===== src/hw/rtl/hrlp_pkg.sv =====
`timescale 1ns / 1ps
// ----------------------------------------------------------------------------
// hrlp_pkg: shared types and constants of the request line parser
// Request and result payloads, the front-to-back packet and the result kinds.
// ----------------------------------------------------------------------------
package hrlp_pkg;

  // Default field capacities (a field keeps capacity - 1 characters)
  localparam int HRLP_METHOD_CAP   = 16;
  localparam int HRLP_TARGET_CAP   = 128;
  localparam int HRLP_PROTOCOL_CAP = 16;
  localparam int HRLP_QUEUE_DEPTH  = 4;

  // Result kinds
  localparam logic [2:0] KIND_METHOD   = 3'd0;
  localparam logic [2:0] KIND_TARGET   = 3'd1;
  localparam logic [2:0] KIND_PROTOCOL = 3'd2;
  localparam logic [2:0] KIND_VERSION  = 3'd3;
  localparam logic [2:0] KIND_BLANK    = 3'd4;
  localparam logic [2:0] KIND_END      = 3'd5;

  // Characters of interest
  localparam logic [7:0] CH_NUL   = 8'h00;
  localparam logic [7:0] CH_SPACE = 8'h20;
  localparam logic [7:0] CH_SLASH = 8'h2F;
  localparam logic [7:0] CH_COLON = 8'h3A;
  localparam logic [7:0] CH_CR    = 8'h0D;
  localparam logic [7:0] CH_LF    = 8'h0A;
  localparam logic [7:0] CH_DOT   = 8'h2E;
  localparam logic [7:0] CH_ZERO  = 8'h30;
  localparam logic [7:0] CH_NINE  = 8'h39;

  // One input byte
  typedef struct packed {
    logic [7:0] data_byte;
    logic       first;
    logic       final_byte;
  } hrlp_req_t;

  // One result
  typedef struct packed {
    logic [2:0] kind;
    logic [6:0] position;
    logic [7:0] char_out;
    logic [7:0] version_major;
    logic [3:0] version_tenths;
    logic       last;
  } hrlp_res_t;

  // Everything one byte causes: an optional main result, then an optional
  // text-ended result. The character is raw; back lower-cases method, protocol.
  typedef struct packed {
    logic       has_main;
    logic       has_end;
    logic [2:0] kind;
    logic [6:0] position;
    logic [7:0] char_raw;
    logic [7:0] major;
    logic [3:0] tenths;
  } hrlp_pkt_t;

endpackage


===== src/hw/rtl/hrlp_front.sv =====
`timescale 1ns / 1ps
// ----------------------------------------------------------------------------
// hrlp_front: byte classifier and parse state
// Updates the parse state once per accepted byte and builds the packet of
// results that the byte causes.
// ----------------------------------------------------------------------------
module hrlp_front #(
  parameter int METHOD_CAPACITY   = hrlp_pkg::HRLP_METHOD_CAP,
  parameter int TARGET_CAPACITY   = hrlp_pkg::HRLP_TARGET_CAP,
  parameter int PROTOCOL_CAPACITY = hrlp_pkg::HRLP_PROTOCOL_CAP
) (
  input  logic              clk_i,
  input  logic              rst_ni,
  input  logic              accept_i,
  input  hrlp_pkg::hrlp_req_t req_i,
  output logic              enq_o,
  output hrlp_pkg::hrlp_pkt_t pkt_o
);
  import hrlp_pkg::*;

  localparam int MaxCap0 = (METHOD_CAPACITY > PROTOCOL_CAPACITY) ?
                           METHOD_CAPACITY : PROTOCOL_CAPACITY;
  localparam int MaxCap  = (TARGET_CAPACITY > MaxCap0) ? TARGET_CAPACITY : MaxCap0;
  localparam int PosW    = $clog2(MaxCap);
  localparam logic [PosW-1:0] MethodLim   = PosW'(METHOD_CAPACITY - 1);
  localparam logic [PosW-1:0] TargetLim   = PosW'(TARGET_CAPACITY - 1);
  localparam logic [PosW-1:0] ProtocolLim = PosW'(PROTOCOL_CAPACITY - 1);

  // Parse phases
  localparam logic [2:0] PH_METHOD  = 3'd0;
  localparam logic [2:0] PH_TARGET  = 3'd1;
  localparam logic [2:0] PH_PROTO   = 3'd2;
  localparam logic [2:0] PH_VERSION = 3'd3;
  localparam logic [2:0] PH_NAME    = 3'd4;
  localparam logic [2:0] PH_VALUE   = 3'd5;
  localparam logic [2:0] PH_DONE    = 3'd6;

  // Version conversion phases
  localparam logic [1:0] NUM_INT  = 2'd0;
  localparam logic [1:0] NUM_FRAC = 2'd1;
  localparam logic [1:0] NUM_STOP = 2'd3;

  typedef struct packed {
    logic [1:0] np;
    logic [7:0] maj;
    logic [3:0] ten;
  } ver_t;

  logic [2:0]      phase_q, phase_d;
  logic [PosW-1:0] wpos_q, wpos_d;
  logic            crp_q, crp_d;
  logic [7:0]      major_q, major_d;
  logic [3:0]      tenths_q, tenths_d;
  logic [1:0]      nphase_q, nphase_d;
  logic            fin;
  logic            do_normal;
  logic [7:0]      c;
  ver_t            ver;

  // One character into the version converter
  function automatic ver_t feed(input ver_t v, input logic [7:0] ch);
    ver_t        r;
    logic        dig;
    logic [11:0] acc;
    r   = v;
    dig = (ch >= CH_ZERO) && (ch <= CH_NINE);
    acc = {1'b0, v.maj, 3'b000} + {3'b000, v.maj, 1'b0} + {8'h00, 4'(ch - CH_ZERO)};
    if (v.np == NUM_INT) begin
      if (dig) begin
        r.maj = (acc > 12'd255) ? 8'd255 : acc[7:0];
      end else if (ch == CH_DOT) begin
        r.np = NUM_FRAC;
      end else begin
        r.np = NUM_STOP;
      end
    end else if (v.np == NUM_FRAC) begin
      if (dig) begin
        r.ten = 4'(ch - CH_ZERO);
      end
      r.np = NUM_STOP;
    end
    return r;
  endfunction

  assign c = req_i.data_byte;

  // Next parse state and packet for the byte on the input
  always_comb begin
    phase_d   = req_i.first ? PH_METHOD : phase_q;
    wpos_d    = req_i.first ? '0 : wpos_q;
    crp_d     = req_i.first ? 1'b0 : crp_q;
    major_d   = req_i.first ? 8'd0 : major_q;
    tenths_d  = req_i.first ? 4'd0 : tenths_q;
    nphase_d  = req_i.first ? NUM_INT : nphase_q;
    pkt_o     = '0;
    fin       = req_i.final_byte || (c == CH_NUL);
    do_normal = 1'b0;
    ver       = '0;

    if (phase_d != PH_DONE) begin
      if (c != CH_NUL) begin
        do_normal = 1'b1;
        // Held CR: either the CR LF pair, or a CR that becomes ordinary
        if (crp_d) begin
          crp_d = 1'b0;
          if (c == CH_LF) begin
            do_normal = 1'b0;
            if (phase_d == PH_VERSION) begin
              pkt_o.has_main = 1'b1;
              pkt_o.kind     = KIND_VERSION;
              pkt_o.major    = major_d;
              pkt_o.tenths   = tenths_d;
              phase_d        = PH_NAME;
              wpos_d         = '0;
            end else if (phase_d == PH_NAME) begin
              pkt_o.has_main = 1'b1;
              pkt_o.kind     = KIND_BLANK;
              phase_d        = PH_DONE;
            end else begin
              phase_d = PH_NAME;
              wpos_d  = '0;
            end
          end else if (phase_d == PH_VERSION) begin
            ver = feed({nphase_d, major_d, tenths_d}, CH_CR);
            {nphase_d, major_d, tenths_d} = ver;
          end
        end

        // The byte itself
        if (do_normal) begin
          if (phase_d >= PH_VERSION && phase_d <= PH_VALUE && c == CH_CR) begin
            crp_d = 1'b1;
          end else begin
            unique case (phase_d)
              PH_METHOD: begin
                if (c == CH_SPACE) begin
                  phase_d = PH_TARGET;
                  wpos_d  = '0;
                end else if (wpos_d < MethodLim) begin
                  pkt_o.has_main = 1'b1;
                  pkt_o.kind     = KIND_METHOD;
                  pkt_o.position = 7'(wpos_d);
                  pkt_o.char_raw = c;
                  wpos_d         = wpos_d + 1'b1;
                end
              end
              PH_TARGET: begin
                if (c == CH_SPACE) begin
                  phase_d = PH_PROTO;
                  wpos_d  = '0;
                end else if (wpos_d < TargetLim) begin
                  pkt_o.has_main = 1'b1;
                  pkt_o.kind     = KIND_TARGET;
                  pkt_o.position = 7'(wpos_d);
                  pkt_o.char_raw = c;
                  wpos_d         = wpos_d + 1'b1;
                end
              end
              PH_PROTO: begin
                if (c == CH_SLASH) begin
                  phase_d  = PH_VERSION;
                  wpos_d   = '0;
                  major_d  = 8'd0;
                  tenths_d = 4'd0;
                  nphase_d = NUM_INT;
                end else if (wpos_d < ProtocolLim) begin
                  pkt_o.has_main = 1'b1;
                  pkt_o.kind     = KIND_PROTOCOL;
                  pkt_o.position = 7'(wpos_d);
                  pkt_o.char_raw = c;
                  wpos_d         = wpos_d + 1'b1;
                end
              end
              PH_VERSION: begin
                ver = feed({nphase_d, major_d, tenths_d}, c);
                {nphase_d, major_d, tenths_d} = ver;
              end
              PH_NAME: begin
                if (c == CH_COLON) begin
                  phase_d = PH_VALUE;
                end
              end
              default: begin
              end
            endcase
          end
        end
      end

      // End of text: flush a held CR, then report and finish
      if (fin && phase_d != PH_DONE) begin
        if (crp_d) begin
          crp_d = 1'b0;
          if (phase_d == PH_VERSION) begin
            nphase_d = NUM_STOP;
          end
        end
        pkt_o.has_end = 1'b1;
        phase_d       = PH_DONE;
      end
    end
  end

  assign enq_o = accept_i && (pkt_o.has_main || pkt_o.has_end);

  // Parse state registers
  always_ff @(posedge clk_i or negedge rst_ni) begin
    if (!rst_ni) begin
      phase_q  <= PH_METHOD;
      wpos_q   <= '0;
      crp_q    <= 1'b0;
      major_q  <= 8'd0;
      tenths_q <= 4'd0;
      nphase_q <= NUM_INT;
    end else if (accept_i) begin
      phase_q  <= phase_d;
      wpos_q   <= wpos_d;
      crp_q    <= crp_d;
      major_q  <= major_d;
      tenths_q <= tenths_d;
      nphase_q <= nphase_d;
    end
  end

endmodule


===== src/hw/rtl/hrlp_queue.sv =====
`timescale 1ns / 1ps
// ----------------------------------------------------------------------------
// hrlp_queue: packet queue between front and back
// Small register FIFO; the head entry is visible while not empty.
// ----------------------------------------------------------------------------
module hrlp_queue #(
  parameter int DEPTH = hrlp_pkg::HRLP_QUEUE_DEPTH
) (
  input  logic              clk_i,
  input  logic              rst_ni,
  input  logic              wr_en_i,
  input  hrlp_pkg::hrlp_pkt_t wr_data_i,
  input  logic              rd_en_i,
  output hrlp_pkg::hrlp_pkt_t rd_data_o,
  output logic              full_o,
  output logic              empty_o
);
  import hrlp_pkg::*;

  localparam int PtrW = (DEPTH > 1) ? $clog2(DEPTH) : 1;
  localparam int CntW = $clog2(DEPTH + 1);
  localparam logic [PtrW-1:0] LastPtr = PtrW'(DEPTH - 1);
  localparam logic [CntW-1:0] FullCnt = CntW'(DEPTH);

  hrlp_pkt_t       mem_q [DEPTH];
  logic [PtrW-1:0] wptr_q, rptr_q;
  logic [CntW-1:0] cnt_q;

  assign full_o    = (cnt_q == FullCnt);
  assign empty_o   = (cnt_q == '0);
  assign rd_data_o = mem_q[rptr_q];

  // Storage
  always_ff @(posedge clk_i) begin
    if (wr_en_i) begin
      mem_q[wptr_q] <= wr_data_i;
    end
  end

  // Pointers and fill level
  always_ff @(posedge clk_i or negedge rst_ni) begin
    if (!rst_ni) begin
      wptr_q <= '0;
      rptr_q <= '0;
      cnt_q  <= '0;
    end else begin
      if (wr_en_i) begin
        wptr_q <= (wptr_q == LastPtr) ? '0 : wptr_q + 1'b1;
      end
      if (rd_en_i) begin
        rptr_q <= (rptr_q == LastPtr) ? '0 : rptr_q + 1'b1;
      end
      if (wr_en_i && !rd_en_i) begin
        cnt_q <= cnt_q + 1'b1;
      end else if (!wr_en_i && rd_en_i) begin
        cnt_q <= cnt_q - 1'b1;
      end
    end
  end

endmodule


===== src/hw/rtl/hrlp_back.sv =====
`timescale 1ns / 1ps
// ----------------------------------------------------------------------------
// hrlp_back: result sequencer
// Expands each packet into one or two results, lower-cases method and
// protocol characters and marks the last result of each byte.
// ----------------------------------------------------------------------------
module hrlp_back (
  input  logic              clk_i,
  input  logic              rst_ni,
  input  hrlp_pkg::hrlp_pkt_t head_i,
  input  logic              head_empty_i,
  output logic              deq_o,
  input  logic              pop_i,
  output logic              empty_o,
  output hrlp_pkg::hrlp_res_t res_o
);
  import hrlp_pkg::*;

  logic sub_q, sub_d;
  logic show_end;
  logic take;
  logic fold;

  assign empty_o  = head_empty_i;
  assign show_end = sub_q || !head_i.has_main;
  assign take     = pop_i && !head_empty_i;
  assign deq_o    = take && (show_end || !head_i.has_end);
  assign fold     = (head_i.kind == KIND_METHOD) || (head_i.kind == KIND_PROTOCOL);

  // Result formatting
  always_comb begin
    res_o = '0;
    if (show_end) begin
      res_o.kind = KIND_END;
      res_o.last = 1'b1;
    end else begin
      res_o.kind           = head_i.kind;
      res_o.position       = head_i.position;
      res_o.char_out       = head_i.char_raw;
      res_o.version_major  = head_i.major;
      res_o.version_tenths = head_i.tenths;
      res_o.last           = !head_i.has_end;
      if (fold && head_i.char_raw >= 8'h41 && head_i.char_raw <= 8'h5A) begin
        res_o.char_out = head_i.char_raw + 8'h20;
      end
    end
  end

  // Second-result flag for packets that carry two results
  always_comb begin
    sub_d = sub_q;
    if (take) begin
      sub_d = !show_end && head_i.has_end;
    end
  end

  always_ff @(posedge clk_i or negedge rst_ni) begin
    if (!rst_ni) begin
      sub_q <= 1'b0;
    end else begin
      sub_q <= sub_d;
    end
  end

endmodule


===== src/hw/rtl/http_request_line_parser.sv =====
`timescale 1ns / 1ps
// ----------------------------------------------------------------------------
// http_request_line_parser: HTTP request line splitter
// Splits the request line into method, target and protocol characters and
// reports the protocol version, a blank line and the end of the text.
//
//   Channel   Handshake          Payload
//   request   push / full        req_i  (data_byte, first, final_byte)
//   result    empty / pop        res_o  (kind, position, char_out,
//                                        version_major, version_tenths, last)
//
// A byte is taken in every cycle while full is low; the parse state updates
// in that same cycle, so consecutive bytes need no gap.
// A byte's first result is queued and shows once older results have left.
// Bytes without results use no queue entry.
// Results leave one per cycle; a byte causing two results holds its queue
// entry for two pops, so a run of such bytes, or a stalled result side,
// fills the packet queue (QUEUE_DEPTH entries) and raises full.
// Reset clears the parse state and the queue; no clearing pass is needed.
// ----------------------------------------------------------------------------
module http_request_line_parser #(
  parameter int METHOD_CAPACITY   = hrlp_pkg::HRLP_METHOD_CAP,
  parameter int TARGET_CAPACITY   = hrlp_pkg::HRLP_TARGET_CAP,
  parameter int PROTOCOL_CAPACITY = hrlp_pkg::HRLP_PROTOCOL_CAP,
  parameter int QUEUE_DEPTH       = hrlp_pkg::HRLP_QUEUE_DEPTH
) (
  input  logic              clk_i,
  input  logic              rst_ni,
  input  logic              push,
  output logic              full,
  input  hrlp_pkg::hrlp_req_t req_i,
  output logic              empty,
  input  logic              pop,
  output hrlp_pkg::hrlp_res_t res_o
);
  import hrlp_pkg::*;

  logic      accept;
  logic      enq;
  logic      deq;
  logic      q_empty;
  hrlp_pkt_t enq_pkt;
  hrlp_pkt_t head_pkt;

  assign accept = push && !full;

  // Front: classify bytes and keep parse state
  hrlp_front #(
    .METHOD_CAPACITY  (METHOD_CAPACITY),
    .TARGET_CAPACITY  (TARGET_CAPACITY),
    .PROTOCOL_CAPACITY(PROTOCOL_CAPACITY)
  ) u_front (
    .clk_i   (clk_i),
    .rst_ni  (rst_ni),
    .accept_i(accept),
    .req_i   (req_i),
    .enq_o   (enq),
    .pkt_o   (enq_pkt)
  );

  // Packet queue
  hrlp_queue #(
    .DEPTH(QUEUE_DEPTH)
  ) u_queue (
    .clk_i    (clk_i),
    .rst_ni   (rst_ni),
    .wr_en_i  (enq),
    .wr_data_i(enq_pkt),
    .rd_en_i  (deq),
    .rd_data_o(head_pkt),
    .full_o   (full),
    .empty_o  (q_empty)
  );

  // Back: result sequencing
  hrlp_back u_back (
    .clk_i       (clk_i),
    .rst_ni      (rst_ni),
    .head_i      (head_pkt),
    .head_empty_i(q_empty),
    .deq_o       (deq),
    .pop_i       (pop),
    .empty_o     (empty),
    .res_o       (res_o)
  );

endmodule


===== config.mk =====
export PLATFORM = sky130hd
export DESIGN_NAME = http_request_line_parser
export DESIGN_NICKNAME = d
export VERILOG_FILES = /design/src/hw/rtl/hrlp_pkg.sv /design/src/hw/rtl/hrlp_front.sv /design/src/hw/rtl/hrlp_queue.sv /design/src/hw/rtl/hrlp_back.sv /design/src/hw/rtl/http_request_line_parser.sv
export SDC_FILE = /design/constraint.sdc
export NUM_CORES = 1
export LEC_CHECK = 0
export ABC_AREA = 1
export BUFFER_PORTS_ARGS = -buffer_cell sky130_fd_sc_hd__buf_4
export CELL_PAD_IN_SITES_DETAIL_PLACEMENT = 2
export CELL_PAD_IN_SITES_GLOBAL_PLACEMENT = 2
export CORE_ASPECT_RATIO = 0.75
export CORE_MARGIN = 5
export CORE_UTILIZATION = 42
export DETAILED_ROUTE_END_ITERATION = 10
export PLACE_DENSITY_LB_ADDON = 0.1
export SETUP_SLACK_MARGIN = 0.15
export SYNTH_ARGS = -nofsm -noshare
export SYNTH_HDL_FRONTEND = slang
export SYNTH_SLANG_ARGS = --single-unit

===== constraint.sdc =====
create_clock -name clk_i -period 6.02 [get_ports clk_i]
set_input_delay 0 -clock clk_i [delete_from_list [all_inputs] [get_ports clk_i]]
set_output_delay 0 -clock clk_i [all_outputs]
set_load 0.05 [all_outputs]

==> results of run 1 <==
[worst max path at each step]
stage | startpoint | end | slack [ps] | cells after the start
3_5_place_dp | u_queue.rptr_q[0] | u_queue.cnt_q[1] | 2510 | 12
2_1_floorplan | u_front.phase_q[2] | u_queue.mem_q[0][0] | 3260 | 12
4_1_cts | u_queue.rptr_q[0] | u_queue.cnt_q[1] | 2510 | 12
5_1_grt | u_queue.rptr_q[0] | u_queue.cnt_q[1] | 2230 | 12
3_3_place_gp | u_queue.rptr_q[0] | u_queue.cnt_q[1] | 2900 | 12
6_report | u_queue.rptr_q[0] | u_queue.cnt_q[1] | 2480 | 12
[per-layer routing]
layer  track usage [%]  share of wire (%)  up-vias
met5                 0                  0        -
met4             6.542                1.3        0
met3             3.860                3.2       32
met2             45.24                 49      147
met1             36.21                 47     3623
li1                  -                  -     3250
[layout make-up]
type	instances	area, µm²	share of cell area, %
inverter	108	405.4	4.123
antenna	1	2.502	0.02545
timing repair buffer	60	460.4	4.683
clock inverter	14	145.1	1.476
multi-input combinational	630	3397	34.55
tap	258	322.8	3.283
clock buffer	18	429.2	4.364
sequential	161	4671	47.50
[cells in the final DEF (no fill, tap or decap), types with 8 or more instances in the layout]
master,n
o21ai_0,88
edfxtp_1,128
a21oi_1,47
buf_4,56
nor2_1,168
nand3_1,42
ha_1,25
clkbuf_16,17
dfrtp_1,32
inv_1,100
nand2_4,10
nand4_1,12
nor2_2,8
nand2_1,135
nand2_2,10
[tightest hold or removal path: stages]
cell    delay, ps
buf_4         130
inv_1          50
nor2_1         80
[power by group through the flow]
stage / Sequential [mW] / Combinational, mW / Clock (mW)
floorplan: 1.53 / 1.54 / 0
detailed placement: 1.57 / 2.28 / 0
CTS: 1.55 / 2.31 / 1.09
finish: 1.55 / 2.31 / 1.08
global placement: 1.54 / 2.11 / 0
global route: 1.56 / 2.51 / 1.15
[state kept, by name, summed over array words and instances, names as in the netlist]
signal and count:
u_queue.mem_q 128, u_queue.cnt_q 3, u_queue.wptr_q 2, u_front.nphase_q 2
u_front.crp_q 1, u_front.phase_q 3, u_queue.rptr_q 2, u_back.sub_q 1
u_front.tenths_q 4, u_front.wpos_q 7, u_front.major_q 8
[what timing repair did]
item	4_1_cts	5_1_grt
setup buffers	0	0
hold buffers	4	0
endpoints found under the hold margin	38	0
[through the flow]
stage                     total power [mW]  cells  cell area (µm²)  hold WS, ps  util (%)
after CTS                            4.950   1249             9831        2.186     48.64
after detailed placement             3.848   1213             9216        3.346     45.60
after floorplan                      3.065    931             8615       -295.6         -
after global placement               3.657   1213             9216       -5.271     45.60
final                                4.939   1250             9833        8.176     48.65
after global routing                 5.220   1249             9831        5.677     48.64
[cells in the mapped netlist (all sizes together) (2+ instances only)]
library cell  number
o21ai             92
xor2               7
dfrtp             33
fa                 2
o22a               3
nor2             181
nand4             12
ha                25
xnor2              2
clkbuf            19
o31ai              2
nand3             49
edfxtp           128
a41oi              4
a21oi             47
nand3b             2
nor4               3
a22oi              3
a31oi              4
o22ai              7
buf               13
inv              107
nand2            156
nor3              13
o211ai             5
a32o               4
[kinds of logic (layout without fill, tap and decap cells)]
family | Yosys count | count (layout) | share of synthesized area, %
mux | 1 | 1 | 0.1307
flops | 161 | 161 | 54.20
simple gates | 417 | 417 | 22.82
buf+inv | 140 | 200 | 6.362
other cells | 0 | 1 | 0
compound gates | 176 | 176 | 11.47
fa+ha+maj | 27 | 27 | 4.096
xor+xnor | 9 | 9 | 0.9151
==> reports/qor.yml, run 1 <==
die_w_um: 175.4
fin_worst_skew_ps: 19.29
area_growth_pct: 14.15
cp_common_cell: "nand2_1"
slew_viol_final: 0
max_slew_margin_pct: 23.07
worstReg2RegStart: "u_queue.rptr_q[0]"
rr_worst_depth: 12
synthFlopType: "edfxtp_1"
r2r-end: "u_queue.cnt_q[1]"
grt_pass1_wl_um: 47650
via_count: 7052
p_leak_nw: 4.194
core_area_um2: 20210
nNetsFinal: 1019
initial_core_util_pct: 42.62
antenna_found_initial: 0
slowest_stage: "clkinv_1"
clkLatencyLatePin_ps: 430
worst-slew-pin-transition_ps: 1143
clkPwrFrac_pct: 21.9
critPathBufInv: 4
hold_viol: 0
die_h_um: 134.0
p_comb_share_pct: 46.8
fin_crit_sh_pct: 58.73
async_flop_share_pct: 20.50
ant_nets: 0
cpLargestDelayFamily: "buffers and inverters"
path_cells: "clkinv_1, o21ai_0, o22ai_1, nand2_1, buf_4, inv_1, nand2_1, nand2_1, ha_1, inv_1, fa_1, mux2_2"
rsz0062_at_grt: "false"
max_stage_delay_ps: 510
synth_edf_count: 128
hp-start: "req_i[8]"
gp_congestion: 0.8488
drc_errors: 0
status: "complete, no violations"
yosysUniqueCellTypes: 49
cts.clk_slew.worst_paths_ps: 70
io_buffers: 46
h-tree-depth: 4
root_buffer: "clkbuf_16"
grt_max_degree: 68
path_max_fanout: 28
ys_seq_area_share_pct: 54.20
synthesis.area_um2: 8615
layout_min_cycle_time_ps: 3536
r2r_slack_ps: 2480
overflow: 0
p_per_area_nw_per_um2: 502.3
hold_path_depth: 3
ios: 47
pre_cts_ws_ps: 2514
via_per_inst: 5.642
cts_tree: "done"
drt_wl_total_um: 30560
whs_endpoint: "u_queue.mem_q[0][18]"
synth_seq_cells: 161
drt_first_pass_iters: 5
switchingPower_mw: 2.335
worstSetupPathType: "reg2reg"
maxCapViolations: 0
switching_share_pct: 47.28
setup_slack_ps: 2484
wire_per_inst_um: 24.45
cp-start-kind: "flip-flop"
cp.required_ps: 6330
yosys.area.top_type_share_pct: 44.62
fin_tns_setup_ps: 0
cp-end-kind: "flip-flop"
drt-initial-drc-count: 488
yosys.area.top_type: "edfxtp_1"
grt_pass1_vias: 7814
p_int_mw: 2.604
irDropWorstVdd_uv: 211.7
ys_top_cells_by_area: "edfxtp_1, dfrtp_1, nor2_1, nand2_1, o21ai_0"
hp-class: "in2reg"
cts_buffers: 17
post-dp-hpwl_um: 21010
seqPwrFrac_pct: 31.3
rows: 45
cts-resized-gates: 0
final_layout_size_suffix_gt1_share_pct: 14.73
avgSynthCellArea_um2: 9.253
dieArea_um2: 23500
setup_viol: 0
n_fill_cell: 2139
max_clock_freq_ghz: 0.2828
cp.arrival_ps: 3850
clockBufferDepth: 2
cts_sinks: 161
syn_inst: 931
synthesis.nets: 972
yosysWarnings: 0
grt_use_total_pct: 26.61
No activity file was read; power rests on OpenSTA's default activity.
==> run 2: changes to the inputs <==
- CORE_UTILIZATION: 42 -> 39
- clock period: 6.02 -> 3.3 ns (I/O delays scaled with it)
==> run 2 against run 1 <==
  * Total power grew 88%
  * Critical endpoint is now u_queue.cnt_q[2]
  * Hold slack lost 1.3 ps
  * Critical path type unchanged
  * Critical path depth grew 6
  * Cell count grew 6.5%
  * Via count grew 4.7%
  * Clock skew is essentially flat
  * Highest routed layer unchanged
  * Register-to-register slack lost 2400 ps
  * Largest cell class unchanged
==> reports/qor.yml, run 2 (synthesis results as in run 1) <==
overflow: 0  # unchanged
n_fill_cell: 2383  # +11%
largest_registers: "u_queue.mem_q x128, u_front.major_q x8, u_front.wpos_q x7"
io_buffers: 46  # unchanged
max_slew_margin_pct: 33.33  # +10 points
rsz0062_at_grt: "true"
stdcell_area_um2: 10400  # +5.7%
cts_tree: "done"
grt_use_total_pct: 24.19  # -2.4 points
clockBufferDepth: 2  # unchanged
core_area_um2: 21880  # +8.2%
p_leak_nw: 4.438  # +5.8%
regMostFlops: "u_queue.mem_q"
ios: 47  # unchanged
path_cells: "inv_2, nor2_4, nand3_4, nand4_1, nand2_2, inv_2, nand2_4, nand3_2, nand3_2, nand2_4, nand2_8, inv_1, ha_1, inv_1, fa_1, a21oi_1, o21ai_0, xor2_1"
p_total_mw: 9.281  # +88%
p_comb_share_pct: 47.4  # +0.6 points
wire_per_inst_um: 24.33  # -0.49%
worst-slew-pin-transition_ps: 996.4  # -147.0 ps
grt_pass1_wl_um: 46930  # -1.5%
grt_pass1_vias: 7761  # -0.68%
via_count: 7381  # +4.7%
switchingPower_mw: 4.317  # +85%
drt_first_pass_iters: 4  # -1
via_per_inst: 5.545  # -1.7%
h-tree-depth: 4  # unchanged
nNetsFinal: 1065  # +4.5%
worstSetupPathType: "reg2reg"
hold_viol: 0  # unchanged
final_layout_size_suffix_gt1_share_pct: 19.67  # +4.9 points
slowest_stage: "fa_1"
status: "complete, no violations"
clkLatencyLatePin_ps: 450  # +20 ps
drt_wl_total_um: 32390  # +6.0%
drt-initial-drc-count: 530  # +8.6%
mostFrequentLayoutCells: "nor2_1, nand2_1, edfxtp_1"
initial_core_util_pct: 39.38  # -3.2 points
root_buffer: "clkbuf_16"
hp-class: "in2reg"
post-dp-hpwl_um: 21090  # +0.36%
fin_crit_sh_pct: 96.05  # +37 points
rows: 47  # +4.4%
setup_viol: 0  # unchanged
die_h_um: 138.7  # +3.5%
slew_viol_final: 0  # unchanged
die_w_um: 181.6  # +3.6%
irDropWorstVdd_uv: 426.7  # +100%
switching_share_pct: 46.52  # -0.76 points
path_max_fanout: 7  # -75%
cts_sinks: 161  # unchanged
clkPwrFrac_pct: 22.1  # +0.2 points
cp.arrival_ps: 3480  # -370 ps
cts_buffers: 17  # unchanged
ant_nets: 0  # unchanged
num_antenna_cells: 0  # -1
fin_worst_skew_ps: 18.95  # -0.3379 ps
dieArea_um2: 25190  # +7.2%
cp-end-kind: "flip-flop"
area_growth_pct: 20.67
antenna_found_initial: 0  # unchanged
p_per_area_nw_per_um2: 892.8  # +78%
layout_min_cycle_time_ps: 3170  # -365.9 ps
final_util_pct: 47.52  # -1.1 points
p_int_mw: 4.963  # +91%
maxCapViolations: 0  # unchanged
max_clock_freq_ghz: 0.3155  # +12%
final_common_cell: "nor2_1"
fin_tns_setup_ps: 0  # unchanged
drc_errors: 0  # unchanged
max_stage_delay_ps: 440  # -70 ps
largest_reg_flops: 128  # unchanged
grt_max_degree: 35  # -49%
cp.required_ps: 3610  # -2720 ps
gp_congestion: 0.8752  # +3.1%
seqPwrFrac_pct: 30.5  # -0.8 points
placed_area_um2: 9414  # +2.1%
cp-start-kind: "flip-flop"
cts.clk_slew.worst_paths_ps: 80  # about the same
==> run 2: metrics by stage <==
stage	cells	hold slack, ps	setup WS [ps]
CTS	1298	3.019	168.8
floorplan	931	-295.6	539.0
detailed placement	1260	3.872	192.7
global placement	1260	5.794	354.4
finish	1331	6.903	130.3
global route	1331	12.73	-17.86
==> run 2: cell type report <==
| type | instances | area, µm² | share of cell area, % |
|---|---|---|---|
| flip-flops and latches | 161 | 4673 | 44.96 |
| multi-input cells | 632 | 3497 | 33.64 |
| repair buffers | 104 | 847.1 | 8.149 |
| clock buffers | 18 | 429.2 | 4.129 |
| inverters | 108 | 407.9 | 3.924 |
| well taps | 294 | 367.9 | 3.539 |
| clock inverters | 14 | 172.7 | 1.661 |
==> run 2: power groups by stage <==
| stage | Combinational (mW) | Clock (mW) | Sequential (mW) |
|---|---|---|---|
| finish | 4.40 | 2.05 | 2.83 |
| CTS | 4.27 | 2.07 | 2.82 |
| floorplan | 2.80 | 0 | 2.79 |
| detailed placement | 4.20 | 0 | 2.85 |
| global placement | 4.00 | 0 | 2.82 |
| global route | 4.75 | 2.17 | 2.86 |
==> run 2: path summary, 6_finish.rpt <==
check	startpoint	endpoint	slack (ps)	cells after the start
min in group asynchronous	rst_ni	u_queue.rptr_q[1]	70	2
hold reg to reg	u_front.major_q[1]	u_front.major_q[1]	490	2
setup / recovery	u_front.crp_q	u_queue.cnt_q[2]	130	18
setup reg to reg	u_front.crp_q	u_queue.cnt_q[2]	130	18
hold / removal	req_i[7]	u_queue.mem_q[1][17]	7	3
max in group asynchronous	rst_ni	u_front.phase_q[1]	2820	2
==> run 2: repair_timing <==
action | CTS | global route
setup buffers | 1 | 31
hold buffers | 5 | 0
hold endpoints to repair | 40 | 0
cloned | 0 | 2
gates resized for setup | 2 | 21
endpoints found under the setup margin | 1 | 3
pin swaps | 1 | 10
==> run 2: metal layers <==
layer	vias up	wire length (µm)	GRT usage (%)
li1	3341	-	-
met1	3813	14620	33.65
met4	0	601	5.645
met3	44	1388	4.352
met2	183	15780	39.66
met5	-	0	0
==> run 2: critical path, delay by kind of cell (launching register included) <==
kind | cells | cell delay (ps)
adder cells (fa/ha/maj) | 2 | 580
AO/OA/AOI/OAI | 2 | 260
flip-flops | 1 | 390
AND/OR/NAND/NOR | 9 | 1330
buffers and inverters | 4 | 330
XOR/XNOR | 1 | 150
